[src/rtl/lifla_pkg.sv]
// Shared definitions for the lazily initialized free-list slot allocator.
// Holds pool sizing constants, status codes, the control word type and
// the effective slot count helper. No dependencies.
package lifla_pkg;

	localparam int SLOTS_MAX = 256;
	localparam int CNT_W     = 9;
	localparam int IDX_W     = $clog2(SLOTS_MAX);

	localparam logic [CNT_W-1:0] CNT_SAT   = '1;
	localparam logic [CNT_W-1:0] CNT_RESET = CNT_W'(SLOTS_MAX);

	localparam logic [1:0] ST_OK    = 2'd0;
	localparam logic [1:0] ST_EMPTY = 2'd1;
	localparam logic [1:0] ST_RANGE = 2'd2;

	localparam logic REQ_ALLOC = 1'b0;
	localparam logic REQ_FREE  = 1'b1;

	typedef struct packed {
		logic accept;    // request word taken this cycle
		logic link_step; // allocate link cycle: link data is back
		logic load_out;  // move the finished result into the output register
	} lifla_cmd_t;

	// Clamp the programmed count to the pool depth.
	function automatic logic [CNT_W-1:0] eff_count(input logic [CNT_W-1:0] cnt);
		return (cnt > CNT_W'(SLOTS_MAX)) ? CNT_W'(SLOTS_MAX) : cnt;
	endfunction

endpackage

[src/rtl/lazy_init_free_list_allocator_core.sv]
// Channel     Handshake           Payload
// request     in_valid/in_stall   req_type, slot_index
// result      out_valid/out_stall status, granted_index, free_left
// config      cfg_we              cfg_wdata (slot_count)
//
// An allocate has a link cycle that a free skips: the head's link comes back from the
// registered read port of the link store in the cycle after the request word.
// A result moves from the result register to the output register, so a new
// request word is taken while an earlier result still waits under out_stall.
// Reset (arst_n low) gives 256 slots, all free; no clearing pass is needed.
// Writing cfg_wdata sets the slot count and reinitializes the pool.
module lazy_init_free_list_allocator_core (
	input  logic                        clk,
	input  logic                        arst_n,
	input  logic                        cfg_we,
	input  logic [lifla_pkg::CNT_W-1:0] cfg_wdata,
	input  logic                        in_valid,
	output logic                        in_stall,
	input  logic                        req_type,
	input  logic [lifla_pkg::IDX_W-1:0] slot_index,
	output logic                        out_valid,
	input  logic                        out_stall,
	output logic [1:0]                  status,
	output logic [lifla_pkg::IDX_W-1:0] granted_index,
	output logic [lifla_pkg::CNT_W-1:0] free_left
);

	lifla_pkg::lifla_cmd_t cmd;

	lifla_ctrl u_ctrl (
		.clk       (clk),
		.arst_n    (arst_n),
		.in_valid  (in_valid),
		.in_stall  (in_stall),
		.req_type  (req_type),
		.out_valid (out_valid),
		.out_stall (out_stall),
		.cmd       (cmd)
	);

	lifla_dp u_dp (
		.clk           (clk),
		.arst_n        (arst_n),
		.cmd           (cmd),
		.cfg_we        (cfg_we),
		.cfg_wdata     (cfg_wdata),
		.req_type      (req_type),
		.slot_index    (slot_index),
		.status        (status),
		.granted_index (granted_index),
		.free_left     (free_left)
	);

endmodule

[src/rtl/lifla_ctrl.sv]
// Request sequencer for the slot allocator: input/output handshake,
// allocate link cycle and output register occupancy.
// Depends on lifla_pkg.
module lifla_ctrl (
	input  logic                  clk,
	input  logic                  arst_n,
	input  logic                  in_valid,
	output logic                  in_stall,
	input  logic                  req_type,
	output logic                  out_valid,
	input  logic                  out_stall,
	output lifla_pkg::lifla_cmd_t cmd
);

	typedef enum logic [1:0] {
		IDLE,
		LINK,
		DONE
	} state_t;

	state_t state_q;
	logic   out_valid_q;
	logic   out_free;

	// Output register can take a word this cycle.
	assign out_free = !out_valid_q || !out_stall;

	assign in_stall      = (state_q == LINK) || ((state_q == DONE) && !out_free);
	assign cmd.accept    = in_valid && !in_stall;
	assign cmd.link_step = (state_q == LINK);
	assign cmd.load_out  = (state_q == DONE) && out_free;
	assign out_valid     = out_valid_q;

	always_ff @(posedge clk or negedge arst_n) begin
		if (!arst_n) begin
			state_q     <= IDLE;
			out_valid_q <= 1'b0;
		end else begin
			case (state_q)
				IDLE, DONE: begin
					if (cmd.accept) begin
						state_q <= (req_type == lifla_pkg::REQ_ALLOC) ? LINK : DONE;
					end else if (cmd.load_out) begin
						state_q <= IDLE;
					end
				end
				LINK: begin
					state_q <= DONE;
				end
				default: begin
					state_q <= IDLE;
				end
			endcase

			if (cmd.load_out) begin
				out_valid_q <= 1'b1;
			end else if (!out_stall) begin
				out_valid_q <= 1'b0;
			end
		end
	end

	a_alloc_two_cycles: assert property (@(posedge clk) disable iff (!arst_n)
		(cmd.accept && req_type == lifla_pkg::REQ_ALLOC) |=> ##1 (state_q == DONE))
		else $error("allocate did not finish after its link cycle");

	a_load_sets_valid: assert property (@(posedge clk) disable iff (!arst_n)
		cmd.load_out |=> out_valid)
		else $error("result load did not raise out_valid");

	a_no_accept_in_link: assert property (@(posedge clk) disable iff (!arst_n)
		cmd.link_step |-> $past(cmd.accept))
		else $error("link cycle without a preceding allocate");

endmodule

[src/rtl/lifla_dp.sv]
// Datapath of the slot allocator: pool registers, link store memory,
// result register and output register. Driven by lifla_ctrl commands.
// Depends on lifla_pkg.
module lifla_dp (
	input  logic                          clk,
	input  logic                          arst_n,
	input  lifla_pkg::lifla_cmd_t         cmd,
	input  logic                          cfg_we,
	input  logic [lifla_pkg::CNT_W-1:0]   cfg_wdata,
	input  logic                          req_type,
	input  logic [lifla_pkg::IDX_W-1:0]   slot_index,
	output logic [1:0]                    status,
	output logic [lifla_pkg::IDX_W-1:0]   granted_index,
	output logic [lifla_pkg::CNT_W-1:0]   free_left
);

	localparam int CW = lifla_pkg::CNT_W;
	localparam int IW = lifla_pkg::IDX_W;

	logic [CW-1:0] link_mem [lifla_pkg::SLOTS_MAX];

	logic [CW-1:0] slot_count_q;
	logic [CW-1:0] head_q;
	logic [CW-1:0] free_cnt_q;
	logic [CW-1:0] init_q;
	logic [CW-1:0] rd_q;
	logic          bypass_q;

	logic [1:0]    res_status_q;
	logic [IW-1:0] res_grant_q;
	logic [CW-1:0] res_left_q;
	logic [1:0]    out_status_q;
	logic [IW-1:0] out_grant_q;
	logic [CW-1:0] out_left_q;

	logic [CW-1:0] n;
	logic [CW-1:0] slot_ext;
	logic          lazy_ok;
	logic          free_in_range;
	logic          mem_we;
	logic [IW-1:0] mem_wa;
	logic [CW-1:0] mem_wd;
	logic [CW-1:0] link_val;
	logic [CW-1:0] cnt_dec;
	logic [CW-1:0] cnt_inc;
	logic          pool_empty;

	assign n             = lifla_pkg::eff_count(slot_count_q);
	assign slot_ext      = {1'b0, slot_index};
	assign lazy_ok       = (init_q < n);
	assign free_in_range = (slot_ext < n);
	assign link_val      = bypass_q ? init_q : rd_q;
	assign cnt_dec       = free_cnt_q - 1'b1;
	assign cnt_inc       = (free_cnt_q < lifla_pkg::CNT_SAT) ? free_cnt_q + 1'b1 : free_cnt_q;
	assign pool_empty    = (free_cnt_q == '0) || (head_q >= n);

	// One write port: lazy link on allocate, push link on free.
	always_comb begin
		mem_we = 1'b0;
		mem_wa = init_q[IW-1:0];
		mem_wd = init_q + 1'b1;
		if (cmd.accept) begin
			if (req_type == lifla_pkg::REQ_ALLOC) begin
				mem_we = lazy_ok;
			end else begin
				mem_we = free_in_range;
				mem_wa = slot_index;
				mem_wd = (free_cnt_q != '0) ? head_q : n;
			end
		end
	end

	always_ff @(posedge clk) begin
		if (mem_we) begin
			link_mem[mem_wa] <= mem_wd;
		end
		if (cmd.accept) begin
			rd_q <= link_mem[head_q[IW-1:0]];
		end
	end

	always_ff @(posedge clk or negedge arst_n) begin
		if (!arst_n) begin
			slot_count_q <= lifla_pkg::CNT_RESET;
			head_q       <= '0;
			free_cnt_q   <= lifla_pkg::eff_count(lifla_pkg::CNT_RESET);
			init_q       <= '0;
			bypass_q     <= 1'b0;
		end else if (cfg_we) begin
			slot_count_q <= cfg_wdata;
			head_q       <= '0;
			free_cnt_q   <= lifla_pkg::eff_count(cfg_wdata);
			init_q       <= '0;
		end else if (cmd.accept) begin
			if (req_type == lifla_pkg::REQ_ALLOC) begin
				// a freshly linked head reads back its own new link
				bypass_q <= lazy_ok && (head_q == init_q);
				if (lazy_ok) begin
					init_q <= init_q + 1'b1;
				end
			end else if (free_in_range) begin
				head_q     <= slot_ext;
				free_cnt_q <= cnt_inc;
			end
		end else if (cmd.link_step && !pool_empty) begin
			free_cnt_q <= cnt_dec;
			head_q     <= (cnt_dec != '0) ? link_val : n;
		end
	end

	always_ff @(posedge clk) begin
		if (cmd.accept && req_type == lifla_pkg::REQ_FREE) begin
			res_grant_q <= '0;
			if (free_in_range) begin
				res_status_q <= lifla_pkg::ST_OK;
				res_left_q   <= cnt_inc;
			end else begin
				res_status_q <= lifla_pkg::ST_RANGE;
				res_left_q   <= free_cnt_q;
			end
		end else if (cmd.link_step) begin
			if (pool_empty) begin
				res_status_q <= lifla_pkg::ST_EMPTY;
				res_grant_q  <= '0;
				res_left_q   <= free_cnt_q;
			end else begin
				res_status_q <= lifla_pkg::ST_OK;
				res_grant_q  <= head_q[IW-1:0];
				res_left_q   <= cnt_dec;
			end
		end
		if (cmd.load_out) begin
			out_status_q <= res_status_q;
			out_grant_q  <= res_grant_q;
			out_left_q   <= res_left_q;
		end
	end

	assign status        = out_status_q;
	assign granted_index = out_grant_q;
	assign free_left     = out_left_q;

	a_init_bounded: assert property (@(posedge clk) disable iff (!arst_n)
		init_q <= n)
		else $error("lazy link count ran past the pool size");

	a_grant_counts_down: assert property (@(posedge clk) disable iff (!arst_n)
		(cmd.link_step && !pool_empty && !cfg_we) |=> (free_cnt_q == $past(cnt_dec)))
		else $error("granted allocate did not consume a slot");

	a_range_keeps_head: assert property (@(posedge clk) disable iff (!arst_n)
		(cmd.accept && req_type == lifla_pkg::REQ_FREE && !free_in_range && !cfg_we)
		|=> $stable(head_q) && $stable(free_cnt_q))
		else $error("rejected free changed the list");

endmodule
[config.mk]
export PLATFORM = sky130hd
export DESIGN_NAME = lazy_init_free_list_allocator_core
export DESIGN_NICKNAME = d
export VERILOG_FILES = /design/src/rtl/lifla_pkg.sv /design/src/rtl/lazy_init_free_list_allocator_core.sv /design/src/rtl/lifla_ctrl.sv /design/src/rtl/lifla_dp.sv
export SDC_FILE = /design/constraint.sdc
export NUM_CORES = 2
export LEC_CHECK = 0
export BUFFER_PORTS_ARGS = -buffer_cell sky130_fd_sc_hd__buf_4
export CAP_MARGIN = 0
export CORE_UTILIZATION = 45
export CTS_CLUSTER_DIAMETER = 80
export DETAILED_ROUTE_END_ITERATION = 8
export SYNTH_ARGS = -nofsm -noshare
export SYNTH_HDL_FRONTEND = slang
export SYNTH_SLANG_ARGS = --single-unit
export TNS_END_PERCENT = 30
[constraint.sdc]
create_clock -name clk -period 23 [get_ports clk]
set_input_delay 1.15 -clock clk [delete_from_list [all_inputs] [get_ports clk]]
set_output_delay 1.15 -clock clk [all_outputs]
set_load 0.01 [all_outputs]
Word-level counts from Yosys, hierarchy flattened
Memory sizes are Yosys's and may differ from the RTL's. A register that Yosys moved wholly into a read port is not among the register bits.
Cells that the tools add are included.
{"block": "classes", "n_addsub": 3, "magnitude_cmp": 6, "eq_ne": 8, "mux": 42, "bitwise": 2, "reduce_logical": 27}
{"operator": "2-to-1 mux 9 bit", "n": 25}
{"operator": "2-to-1 mux 8 bit", "n": 3}
{"operator": "adder 9 x 1 -> 9 bit, second input constant", "n": 2}
{"operator": "greater-than comparator 9 bit, second input constant", "n": 2}
{"operator": "nonzero test 9 bit", "n": 2}
{"operator": "2-to-1 mux 2 bit", "n": 6}
{"operator": "== test 9 bit", "n": 1}
{"operator": ">= comparator 9 bit", "n": 1}
{"operator": "logical NOT 9 bit", "n": 1}
{"operator": "< comparator 8 x 9 -> 1 bit", "n": 1}
{"operator": "< comparator 9 bit", "n": 1}
{"operator": "< comparator 9 bit, second input constant", "n": 1}
{"operator": "AND reduction 3 bit", "n": 3}
{"operator": "subtractor 9 x 1 -> 9 bit, second input constant", "n": 1}
{"operator": "2-to-1 mux 1 bit", "n": 7}
{"operator": "logical AND 1 bit", "n": 6}
{"operator": "inequality test 3 bit, second input constant", "n": 2}
{"operator": "nonzero test 2 bit", "n": 3}
{"operator": "logical NOT 1 bit", "n": 5}
{"operator": "one-hot mux 2 bit (2 select lines)", "n": 1}
{"operator": "logical OR 1 bit", "n": 3}
{"operator": "inequality test 3 x 2 -> 1 bit, second input constant", "n": 1}
{"operator": "nonzero test 3 bit", "n": 1}
{"operator": "== test 2 x 1 -> 1 bit, second input constant", "n": 1}
{"operator": "other kinds (7)", "n": 8}
{"block": "totals", "regBits": 78, "mem_bits_rw": 2304, "input_bits": 23, "wordCells": 102, "mem_count": 1}
{"memory": "u_dp.link_mem", "words": 256, "word_bits": 9, "read_ports": 1, "rd_ports_with_merged_regs": 1, "wr": 1, "line_no": "lifla_dp.sv:20", "rtl": "logic [CW-1:0] link_mem [lifla_pkg::SLOTS_MAX];"}

Logic depth before layout (Yosys ltp)
{"block": "depth", "ltp_word": 10, "depth_mapped": 15}

By module
Synthesis repeated with hierarchy kept, for this count alone.
{"block": "hier_totals", "cells_unflattened": 4645, "area_unflattened_um2": 94155.3}
{"module": "lifla_dp", "n_inst": 1, "cells_each": 4628, "area_each_um2": 94006.4}
{"module": "lifla_ctrl", "n_inst": 1, "cells_each": 17, "area_each_um2": 148.9}

Least setup slack after synthesis
OpenSTA, ideal clock, no wires.
{"block": "synth_path", "path_type": "input to register", "start": "input port out_stall", "end": "memory u_dp.link_mem[0][1] in the netlist's numbering, data pin", "setup_ns": 2.187, "arrival_ns": 11.980, "required_time_ns": 20.813, "setup_slack_ns": 8.833, "path_stages": 7, "path_cell_list": "nand2_1 > o211ai_4 > inv_2 > nand2_1 > buf_2 > buf_1 > o21ai_0"}
{"block": "synth_via", "elab_chain_len": 8}
{"item": "start: declaration", "line_no": "lazy_init_free_list_allocator_core.sv:22", "rtl": "input logic out_stall,"}
{"item": "logical NOT 1 bit", "line_no": "lifla_ctrl.sv:26", "rtl": "assign out_free = !out_valid_q || !out_stall;"}
{"item": "logical OR 1 bit", "line_no": "lifla_ctrl.sv:26"}
{"item": "logical NOT 1 bit", "line_no": "lifla_ctrl.sv:28", "rtl": "assign in_stall = (state_q == LINK) || ((state_q == DONE) && !out_free);"}
{"item": "logical AND 1 bit", "line_no": "lifla_ctrl.sv:28"}
{"item": "logical OR 1 bit", "line_no": "lifla_ctrl.sv:28"}
{"item": "logical NOT 1 bit", "line_no": "lifla_ctrl.sv:29", "rtl": "assign cmd.accept = in_valid && !in_stall;"}
{"item": "logical AND 1 bit", "line_no": "lifla_ctrl.sv:29"}
{"item": "2-to-1 mux 9 bit", "line_no": "lifla_dp.sv:62", "rtl": "if (cmd.accept) begin"}
{"item": "net u_dp.mem_wd[1]", "line_no": "lifla_dp.sv:42", "rtl": "logic [CW-1:0] mem_wd;"}
{"item": "end: declaration", "line_no": "lifla_dp.sv:20"}
The timed path passes the listed nets, and every way through them passes these cells.

==> results.cfg <==
[placement]
placed_cell_area_um2 = 97200
dpl_hpwl_mm = 131
final_weighted_congestion_in_routability_driven_placement = 0.893
port-buffer-count = 43

[floorplan]
dieArea_um2 = 211000
core_area_um2 = 207000
chipWidth_um = 459
design.portCount = 44
start_util_pct = 45.3
num_rows = 167
die_y_um = 459

[clock_network]
cts.hold.buffers_added = 0
clkSlewWorstSetupHoldPaths_ns = 0.07
htree_num_levels = 4
clock_sinks = 2391
clkLatencyLatePin_ns = 0.90
cts_root_buffer = clkbuf_16
tritoncts = done
cts_resized = 0
cts_made_buffers = 235
cts_buffer_depth = 3
postCtsSetupBuffers = 0

[global_routing]
track_usage_pct = 21.6
grt_pass1_wl_mm = 330
grt_start_max_net_pins = 197
grt_antenna_before_repair = 6
global_route.overflow_total = 0
via_count_of_the_first_global_routing_pass = 46164

[power]
netSwitchingFraction_pct = 25.5
pwr_density_cell_nw_per_um2 = 96.9
power.share.sequential_pct = 49.0
total_leakage_power_nw = 32.0
peakVddDrop_v = 0.0000738
share_of_total_power_in_combinational_logic_pct = 13.8
power.internal_w = 0.00756
total_switching_power_w = 0.00259
power.share.clock_pct = 37.3

[sta]
setup-tns-final_ns = 0
worst_slew_margin_pct = 17.0
fmax_mhz = 166
layout_min_cycle_time_ns = 6.02
tightest_slew_ns = 1.24
setup_viol = 0
rsz0062_at_grt = no
final-hold-violation-count = 0
period_share_pct = 26.2
worst_hold_slack_ns = 0.266
final-max-slew-violation-count = 0
skew_ns = 0.0622

[drt]
drt-wirelength-per-cell_um = 29.7
first_iter_violations = 5171
drc_errors = 0
detail_route.vias_per_cell = 6.00
drt_pass1_iterations = 5
drt_wirelength_mm = 227
antenna_violating_nets_post_route = 0
dr_total_vias = 45908

[logic_synthesis]
synth-main-ff-cell = edfxtp_1
register_bit_total_from_synthesis = 2391
post_synth.cell_area_avg_um2 = 20.6
synth.largest_area_cell = edfxtp_1
post_synth_edffs = 2343
gate_count_post_synth = 4570
synth_top_cell_area_share_pct = 74.9
yosysSeqAreaShare_pct = 76.1
yosysUniqueCellTypes = 81
combined_area_of_all_synthesized_cells_um2 = 94000
synth_nets = 4622
synthArstFlopShare_pct = 1.67
ys_warn_count = 0
post_synth_main_area_contributors = edfxtp_1 75%, mux4_2 13%, nor2_1 1.4%, mux2i_1 1.1%, dfrtp_1 1.0%

[finish]
final_stage_net_count = 4718
final_area_um2 = 105000
final_layout_size_suffix_gt1_share_pct = 22.3
layout-area-overhead-vs-synth_pct = 11.5

[setup_path]
worst-path-max-fanout = 120
regToRegStartpoint = u_dp.head_q[1]$_DFFE_PN0P_
setup.reg_to_reg.worst_slack_ns = 16.98
rr_endpoint = u_dp.rd_q[5]$_DFFE_PP_
worst_setup_path_start_kind = flip-flop
path_class = flip-flop to flip-flop
worst-endpoint-required_ns = 23.61
critical_path_arrival_ns = 6.63
ff2ff_path_depth = 9
worst_setup_path_end_kind = flip-flop

[job]
drv.max_cap_violation_count = 0

[run_status]
outcome = completed

[worst_hold_path]
worstHoldPathType = input port to async pin
cell type report:
type | instances | area [µm²]
fill | 16476 | 103000
sequential | 2391 | 71500
multi-input combinational | 1876 | 20900
clock buffer | 291 | 6120
tap | 2788 | 3490
clock inverter | 147 | 1490
timing repair buffer | 127 | 1090
inverter | 35 | 133
antenna | 2 | 5.00
how the worst max path moves through the flow:
stage | startpoint | to | slack, ns | cells past startpoint
after floorplan | out_stall | u_dp.link_mem[0][1]$_DFFE_PP_ | 8.83 | 7
after global placement | out_stall | u_dp.link_mem[16][0]$_DFFE_PP_ | 16.74 | 10
after detailed placement | out_stall | u_dp.link_mem[8][0]$_DFFE_PP_ | 16.60 | 10
after CTS | u_dp.head_q[0]$_DFFE_PN0P_ | u_dp.rd_q[3]$_DFFE_PP_ | 17.05 | 9
after global routing | u_dp.head_q[0]$_DFFE_PN0P_ | u_dp.rd_q[3]$_DFFE_PP_ | 16.74 | 9
final | u_dp.head_q[1]$_DFFE_PN0P_ | u_dp.rd_q[5]$_DFFE_PP_ | 16.98 | 9
sequential cells by signal (all words and copies together) (netlist names), 9 cells and up:
register	flops
u_dp.head_q	9
u_dp.link_mem	2304
u_dp.res_left_q	9
u_dp.free_left	9
u_dp.rd_q	9
u_dp.free_cnt_q	9
u_dp.init_q	9
u_dp.slot_count_q	9
layout by cell type, fill, tap and decap left out, types with 57 or more instances in the layout:
master	netlist	final
o22ai_1	123	123
nand3_1	96	96
clkinv_1	0	57
mux4_2	540	540
nor2_1	341	336
clkbuf_16	0	235
edfxtp_1	2343	2343
nand2_1	85	85
a211oi_1	60	60
buf_4	54	116
mux2i_1	104	104
worst max-delay path, stage by stage, from the launching register on:
cell	delay, ns
dfrtp_4	0.85
buf_4	0.85
buf_4	0.72
buf_12	0.55
mux4_2	0.41
a22o_1	0.27
a211oi_1	0.68
a21oi_1	0.20
a31oi_1	0.66
nor4_1	0.14
cell families (layout without fill, tap and decap cells):
logic type      after synthesis  count (layout)  share of synthesized area (%)
other cells                   0               2                              0
buf+inv                     303             600                           1.79
simple gates                630             630                           3.02
flops                      2391            2391                           76.1
xor+xnor                     33              33                          0.308
fa+ha+maj                    29              29                          0.386
compound gates              518             518                           4.08
mux                         666             666                           14.3
power groups by stage:
stage	Clock [W]	Combinational (W)	Sequential, W
global placement	0	0.00140	0.00506
CTS	0.00385	0.00141	0.00497
finish	0.00378	0.00140	0.00497
global route	0.00401	0.00147	0.00497
detailed placement	0	0.00141	0.00506
floorplan	0	0.000933	0.00510
synth_stat cells, types with 22 or more instances:
cell type / number
edfxtp_1: 2343
clkbuf_1: 78
nor2_1: 341
a22o_1: 54
a21oi_1: 65
buf_4: 54
nand2_1: 85
buf_2: 71
mux2_2: 22
dfrtp_1: 38
a221oi_1: 23
nand3_1: 96
inv_1: 31
buf_1: 31
o22ai_1: 123
o21ai_0: 34
xnor2_1: 24
ha_1: 29
mux2i_1: 104
buf_6: 32
a22oi_1: 41
a211oi_1: 60
mux4_2: 540
layer usage:
layer	part of all wire, %	GRT usage (%)	vias up	routed length, µm
met3	6.6	3.42	324	15100
met4	2.7	6.31	4	6060
met5	0.044	0.276	-	101
li1	-	-	19324	-
met2	48	33.6	1772	108000
met1	43	31.6	24484	98000
stage by stage:
stage	total power (W)	worst slack [ns]	cells	util, %
global placement	0.00646	16.74	7217	46.9
floorplan	0.00603	8.83	4570	-
global route	0.0105	16.74	7656	50.5
CTS	0.0102	17.05	7655	50.5
finish	0.0102	16.98	7657	50.5
detailed placement	0.00647	16.60	7217	46.9
Power figures use the tool's default switching activity.
